`src/hdl/assert_macros.svh`:
```
// assertion helpers used by the datapath rtl
`ifndef ASSERT_MACROS_SVH
`define ASSERT_MACROS_SVH

// implication in the same cycle, checked outside reset
`define CHK_SAME(lbl, ante, cons, msg) \
   lbl: assert property (@(posedge clock) disable iff (reset) (ante) |-> (cons)) \
      else $error(msg);

// implication in the next cycle, checked outside reset
`define CHK_NEXT(lbl, ante, cons, msg) \
   lbl: assert property (@(posedge clock) disable iff (reset) (ante) |=> (cons)) \
      else $error(msg);

`endif

```
`src/hdl/wcsr_pkg.sv`:
```
`default_nettype none
package wcsr_pkg;
   localparam int FEATURES      = 64;
   localparam int FEAT_W        = 6;
   localparam int MAX_POSITIVES = 64;
   localparam int POS_W         = 6;
   localparam int MAX_NEGATIVES = 256;
   localparam int NEG_W         = 8;
   localparam int PCNT_W        = 7;
   localparam int NCNT_W        = 9;
   localparam int ALPHA_W       = 4;
   localparam int DIV_W         = 41;
   localparam int DIVISOR_W     = 9;

   localparam logic [ALPHA_W-1:0] ALPHA_SCALE = 4'd10;
   localparam logic [ALPHA_W-1:0] ALPHA_RESET = 4'd5;

   // request opcodes
   localparam logic [1:0] OP_WR_POS  = 2'd0;
   localparam logic [1:0] OP_WR_NEG  = 2'd1;
   localparam logic [1:0] OP_ROUND   = 2'd2;
   localparam logic [1:0] OP_RESTART = 2'd3;

   // divider operand select
   localparam logic [1:0] DSRC_POS = 2'd0;
   localparam logic [1:0] DSRC_NEG = 2'd1;
   localparam logic [1:0] DSRC_THR = 2'd2;

   typedef struct packed {
      logic       do_write;
      logic       do_restart;
      logic       round_init;
      logic       sweep_start;
      logic       sweep_neg;
      logic       sweep_count;
      logic       div_start;
      logic [1:0] div_src;
      logic       latch_pm;
      logic       latch_nm;
      logic       blend;
      logic       latch_thr;
      logic       latch_ppass;
      logic       best_update;
      logic       next_feature;
      logic       finish;
   } ctl_cmd_type;

   typedef struct packed {
      logic sweep_done;
      logic div_done;
      logic in_pool;
      logic last_feature;
   } dp_status_type;
endpackage
`default_nettype wire

```
`src/hdl/wcsr_ctrl.sv`:
```
`default_nettype none
module wcsr_ctrl (
   input  wire logic                    clock,
   input  wire logic                    reset,
   input  wire logic                    start,
   input  wire logic [1:0]              opcode,
   input  wire wcsr_pkg::dp_status_type status,
   output wcsr_pkg::ctl_cmd_type        cmd,
   output logic                         busy
);
   import wcsr_pkg::*;

   localparam logic [3:0] S_IDLE  = 4'd0;
   localparam logic [3:0] S_FEAT  = 4'd1;
   localparam logic [3:0] S_PSUM  = 4'd2;
   localparam logic [3:0] S_PDIV  = 4'd3;
   localparam logic [3:0] S_NSUM  = 4'd4;
   localparam logic [3:0] S_NDIV  = 4'd5;
   localparam logic [3:0] S_BLEND = 4'd6;
   localparam logic [3:0] S_TDIVS = 4'd7;
   localparam logic [3:0] S_TDIV  = 4'd8;
   localparam logic [3:0] S_PCNT  = 4'd9;
   localparam logic [3:0] S_NCNT  = 4'd10;
   localparam logic [3:0] S_NEXT  = 4'd11;

   logic [3:0] state_ff, state_in;

   // request decode in idle and sequencing of one round, feature by feature
   always_comb begin
      state_in = state_ff;
      cmd      = '0;
      case (state_ff)
         S_IDLE: begin
            if (start) begin
               cmd.do_write   = (opcode == OP_WR_POS) || (opcode == OP_WR_NEG);
               cmd.do_restart = (opcode == OP_RESTART);
               if (opcode == OP_ROUND) begin
                  cmd.round_init = 1'b1;
                  state_in       = S_FEAT;
               end
            end
         end
         S_FEAT: begin
            if (status.in_pool) begin
               cmd.sweep_start = 1'b1;
               state_in        = S_PSUM;
            end else begin
               state_in = S_NEXT;
            end
         end
         S_PSUM: begin
            if (status.sweep_done) begin
               cmd.div_start = 1'b1;
               cmd.div_src   = DSRC_POS;
               state_in      = S_PDIV;
            end
         end
         S_PDIV: begin
            if (status.div_done) begin
               cmd.latch_pm    = 1'b1;
               cmd.sweep_start = 1'b1;
               cmd.sweep_neg   = 1'b1;
               state_in        = S_NSUM;
            end
         end
         S_NSUM: begin
            if (status.sweep_done) begin
               cmd.div_start = 1'b1;
               cmd.div_src   = DSRC_NEG;
               state_in      = S_NDIV;
            end
         end
         S_NDIV: begin
            if (status.div_done) begin
               cmd.latch_nm = 1'b1;
               state_in     = S_BLEND;
            end
         end
         S_BLEND: begin
            cmd.blend = 1'b1;
            state_in  = S_TDIVS;
         end
         S_TDIVS: begin
            cmd.div_start = 1'b1;
            cmd.div_src   = DSRC_THR;
            state_in      = S_TDIV;
         end
         S_TDIV: begin
            if (status.div_done) begin
               cmd.latch_thr   = 1'b1;
               cmd.sweep_start = 1'b1;
               cmd.sweep_count = 1'b1;
               state_in        = S_PCNT;
            end
         end
         S_PCNT: begin
            if (status.sweep_done) begin
               cmd.latch_ppass = 1'b1;
               cmd.sweep_start = 1'b1;
               cmd.sweep_count = 1'b1;
               cmd.sweep_neg   = 1'b1;
               state_in        = S_NCNT;
            end
         end
         S_NCNT: begin
            if (status.sweep_done) begin
               cmd.best_update = 1'b1;
               state_in        = S_NEXT;
            end
         end
         S_NEXT: begin
            if (status.last_feature) begin
               cmd.finish = 1'b1;
               state_in   = S_IDLE;
            end else begin
               cmd.next_feature = 1'b1;
               state_in         = S_FEAT;
            end
         end
         default: begin
            state_in = S_IDLE;
         end
      endcase
   end

   always_ff @(posedge clock) begin
      if (reset) begin
         state_ff <= S_IDLE;
      end else begin
         state_ff <= state_in;
      end
   end

   assign busy = (state_ff != S_IDLE);
endmodule
`default_nettype wire

```
`config.mk`:
```
export PLATFORM = sky130hd
export DESIGN_NAME = wcsr_ctrl
export DESIGN_NICKNAME = d
export VERILOG_FILES = /design/src/hdl/assert_macros.svh /design/src/hdl/wcsr_pkg.sv /design/src/hdl/wcsr_ctrl.sv
export SDC_FILE = /design/constraint.sdc
export NUM_CORES = 1
export LEC_CHECK = 0
export BUFFER_PORTS_ARGS = -buffer_cell sky130_fd_sc_hd__buf_2
export CORE_MARGIN = 2
export CORE_UTILIZATION = 45
export CTS_BUF_LIST = sky130_fd_sc_hd__clkbuf_16
export CTS_CLUSTER_DIAMETER = 100
export CTS_CLUSTER_SIZE = 16
export DETAILED_ROUTE_END_ITERATION = 12
export PLACE_DENSITY = 0.85
export SYNTH_ARGS = -nofsm -noshare
export SYNTH_HDL_FRONTEND = slang
export SYNTH_SLANG_ARGS = --single-unit
```
`constraint.sdc`:
```
create_clock -name clock -period 4 [get_ports clock]
set_clock_uncertainty 0.1 [all_clocks]
set_input_delay 0.2 -clock clock [delete_from_list [all_inputs] [get_ports clock]]
set_output_delay 0.2 -clock clock [all_outputs]
set_load 0.02 [all_outputs]
```
Yosys cells after proc, flatten, opt, wreduce, memory -nomap -nowiden
Cells that the tools add are included.

cells by class
  $lt $le $gt $ge = 0
  reduce and logical (&&, ||, !) cells = 5
  div/mod/pow operators = 0
  equality and inequality tests = 23
  multiply operators = 0
  muxes and demuxes = 35
  bitwise gates (word level) = 0
  add/subtract/negate cells = 0
  shifts and indexed selects = 0

operator list
  cell                number
  $pmux 4 s12         1
  $mux 4              10
  $ne 2x2->1 const B  9
  $eq 4x3->1 const B  4
  $eq 4x4->1 const B  4
  $mux 3              5
  $mux 1              13
  $pmux 3 s3          1
  $reduce_and 9->1    1
  $eq 4x2->1 const B  2
  $eq 2x2->1 const B  2
  $eq 4x1->1 const B  1
  $logic_not 4->1     1
  $mux 2              2
  $pmux 1 s2          2
  $pmux 1 s4          1
  $reduce_bool 4->1   1
  $eq 2x1->1 const B  1
  $logic_not 2->1     1
  $logic_or 1x1->1    1

word-level totals
  latch bits = 0
  memories = 0
  flip-flop bits (word level) = 4
  ROM bits = 0
  memory bits (writable) = 0
  output and inout port bits = 18
  input bits = 9
  word-level logic and storage cells = 64

Longest topological paths before layout
  depth in word-level cells = 4
  gate-level depth with buffers = 6
  gate-level depth less buffers = 4

Worst setup path after synthesis
Ideal clock, no wire load.

  path kind = register -> output
  start = reg state_ff[0]
  end = out cmd[13] (netlist bit)
  arrival = 1.827 ns
  setup slack = 1.873 ns
  path buffers = 2
  required time = 3.700 ns
  cell stages (with the launch flop) = 6
  cell sequence = dfxtp_1 -> buf_6 -> clkbuf_1 -> mux2i_1 -> nor4_1 -> a31o_1

RTL lines
  what                    line              text
  start, declared         wcsr_ctrl.sv:26   logic [3:0] state_ff, state_in;
  start signal, assigned  wcsr_ctrl.sv:130  state_ff <= state_in;
  end, declared           wcsr_ctrl.sv:8    output wcsr_pkg::ctl_cmd_type cmd,

Final worst setup path
  start = reg state_ff[0]
  end = reg state_ff[0]

on the way
  longest elaborated chain between the ends = 3
  elaborated cells between the ends (all ways) = 23
  those cells by class = eq/ne: 20; mux: 1; reduce/logical: 2

RTL lines
  what                                      line             text
  $eq 4x2->1, or another cell as far along  wcsr_ctrl.sv:32  case (state_ff)
  $ne 2x2->1 (no line)                      --
  $reduce_and 9->1 (no line)                --

Several ways; a longest one is shown, not always the timed one.
A chain may end at the register's enable or synchronous reset.

==> out/results.ini <==
[critical_path]
critPathTopFamily=flip-flops
slowest_delay_ns=0.75
cp_slowest_cell=dfxtp_1
end_kind=register
crit_chain=or4b_4 -> a31oi_4 -> or3_4 -> o311a_1
crit_arrival_ns=2.13
worst-path-buf-inv=0
cp.required_ns=4.00
crit_fanout=18
crit_type=register to register
critPathLaunchType=register

[detailed_routing]
met2_length_um=751
drtIter0Drc=16
wl_met3_um=59
wirelength_um=1500
drc_errors=0
wl_per_cell_um=13.1
dr.max_layer_used=met3
vias=645
wl_met1_um=692
ant_nets=0
dr.pass1.iters=4
viasPerCell=5.61

[pwr]
p_sw_share_pct=41.4
internal-power_uw=283
p_sw_uw=200
combinationalPowerShare_pct=47.4
powerDensity_mw_per_mm2=622
ir_drop_uv=376
power_leakage_nw=0.356
clkPwrFrac_pct=31.6
fin_total_pwr_uw=484
power_frac_seq_pct=21.0

[yosys]
ys_seq_area_share_pct=13.3
synth_warnings=0
synthCells=78
syn_area_um2=603
synth.ff_latch_count=4
syn_avg_cell_area_um2=7.73
synthDistinctLibCells=38
syn_nets=87

[timing]
min_period_ns=2.13
setup_tns_ns=0
finalSetupViolations=0
setup_ws_ns=1.87
tightest_slew_ns=0.686
max_freq_mhz=470
slew_headroom_pct=54.2
rsz0062_at_grt=no
hold_viol_final=0
period_share_pct=53.1
drv_slew=0

[cells_and_area]
nNetsFinal=111
antenna_cells=0
largestRegisters=state_ff (4)
drive_gt1_share_pct=40.0
largest_reg_flops=4
fillers=123
multiInputGateArea_um2=448
fin_util_pct=61.3
top_register=state_ff
regArea_um2=80.1
area_delta_synth_final_pct=29.0

[die]
core_area_mm2=0.00127
initial_utilization_pct=47.5
row_count=13
die_x_um=40.6
ios=27
die_h_um=40.6
die_area_mm2=0.00165

[clock_tree]
cts.sinks=4
cts_tree=built
cts-hold-fix-buffers=0
cts_buffers=3
clk_pin_slew_ns=0.03
root_buffer=clkbuf_16
postCtsSetupRepairBufs=0
clock_latency_ns=0.22
clockBufferDepth=2
post_cts_resized=0
h-tree-depth=1

[hold_path]
hp-class=primary input to register

[grt]
antenna_found_initial=0
groute.usage.overall_pct=19.8
grt_pass1_wl_um=2240
gr-total-overflow=0
grt_pass1_vias=513
grt_max_degree=20

[outcome]
status=finished clean

[place]
routabilityCongestion=0.869
place_ws_ns=1.90
dpl.hpwl_um=1100
port-buffer-count=26

[run]
drv_cap=0

## final cells by class
type | count | area share [%]
Multi-Input combinational cell | 60 | 57.6
Timing Repair Buffer | 26 | 16.7
Sequential cell | 4 | 10.3
Clock buffer | 3 | 9.65
Inverter | 7 | 3.38
Tap cell | 15 | 2.41
## metrics by stage
stage | instances | hold WS (ns) | instance area [µm²]
3_3_place_gp | 112 | 0.321 | 703
2_1_floorplan | 78 | 0.169 | 603
4_1_cts | 115 | 0.106 | 778
3_5_place_dp | 112 | 0.317 | 703
5_1_grt | 115 | 0.114 | 778
6_report | 115 | 0.109 | 778
## power groups by stage
stage	clock (mW)	sequential (mW)	combinational, mW
floorplan	0	0.0564	0.235
CTS	0.155	0.100	0.230
global placement	0	0.0985	0.223
finish	0.153	0.102	0.229
detailed placement	0	0.101	0.228
global route	0.159	0.106	0.247
## cell usage after synthesis
| cell type | number | area, µm² |
|---|---|---|
| nand2b_1 | 4 | 25.0 |
| or4b_4 | 1 | 13.8 |
| nand4bb_2 | 1 | 16.3 |
| dfxtp_1 | 4 | 80.1 |
| nand3b_1 | 2 | 15.0 |
| or4_4 | 1 | 11.3 |
| mux2i_1 | 1 | 10.0 |
| o21ai_1 | 1 | 5.00 |
| nand4bb_1 | 1 | 11.3 |
| or3b_1 | 1 | 8.76 |
| or2_1 | 1 | 6.26 |
| nor4_1 | 2 | 12.5 |
| a211oi_1 | 1 | 7.51 |
| a21oi_1 | 5 | 25.0 |
| a31oi_4 | 1 | 21.3 |
| nor3_1 | 3 | 15.0 |
| o311a_1 | 1 | 10.0 |
| nand3_1 | 1 | 5.00 |
| inv_1 | 4 | 15.0 |
| a31oi_1 | 1 | 6.26 |
| nor3b_1 | 1 | 7.51 |
| clkbuf_1 | 4 | 15.0 |
| a31o_1 | 1 | 8.76 |
| nand4_1 | 1 | 6.26 |
| and4_1 | 1 | 8.76 |
| a221oi_2 | 1 | 15.0 |
| o32ai_4 | 1 | 27.5 |
| buf_6 | 3 | 33.8 |
| and3b_1 | 1 | 8.76 |
| o41ai_1 | 2 | 17.5 |
| or3_4 | 1 | 11.3 |
| o31ai_1 | 2 | 15.0 |
| nor2_1 | 12 | 45.0 |
| inv_2 | 3 | 11.3 |
| nand2_1 | 4 | 15.0 |
| mux2_1 | 1 | 11.3 |
| o32ai_2 | 1 | 16.3 |
| a2bb2oi_1 | 1 | 8.76 |
## placed cells by master, fill, tap and decap left out, types with 2 or more instances in the layout
| cell type | netlist | layout |
|---|---|---|
| nor2_1 | 12 | 12 |
| nand2_1 | 4 | 4 |
| inv_1 | 4 | 4 |
| a21oi_1 | 5 | 5 |
| dfxtp_1 | 4 | 4 |
| inv_2 | 3 | 3 |
| nor3_1 | 3 | 3 |
| nand2b_1 | 4 | 4 |
| o41ai_1 | 2 | 2 |
| nor4_1 | 2 | 2 |
| buf_2 | 0 | 26 |
| clkbuf_16 | 0 | 3 |
| nand3b_1 | 2 | 2 |
| o31ai_1 | 2 | 2 |
## cell families after synthesis
logic type | count (synthesis) | share of synthesized area, %
simple gates | 39 | 40.2
mux | 2 | 3.53
compound gates | 19 | 30.5
buf+inv | 14 | 12.4
flops | 4 | 13.3
## worst reg2reg max path, cell delays in order, from the launching register on
cell,delay (ns)
dfxtp_1,0.75
or4b_4,0.28
a31oi_4,0.10
or3_4,0.43
o311a_1,0.35
## metal layers
metal | global-route usage (%) | up-vias
met2 | 35.7 | 12
met5 | 0 | -
met3 | 4.89 | 0
met4 | 0 | 0
met1 | 24.9 | 299
li1 | - | 334
## final timing paths
path	startpoint	to	slack, ns	cells after the start
setup / recovery	state_ff[0]	state_ff[0]	1.87	4
hold / removal	reset	state_ff[2]	0.11	2
setup reg to reg	state_ff[0]	state_ff[0]	1.87	4
hold reg to reg	state_ff[2]	state_ff[2]	0.68	2
Note: power is estimated with default switching activity, not from simulation.
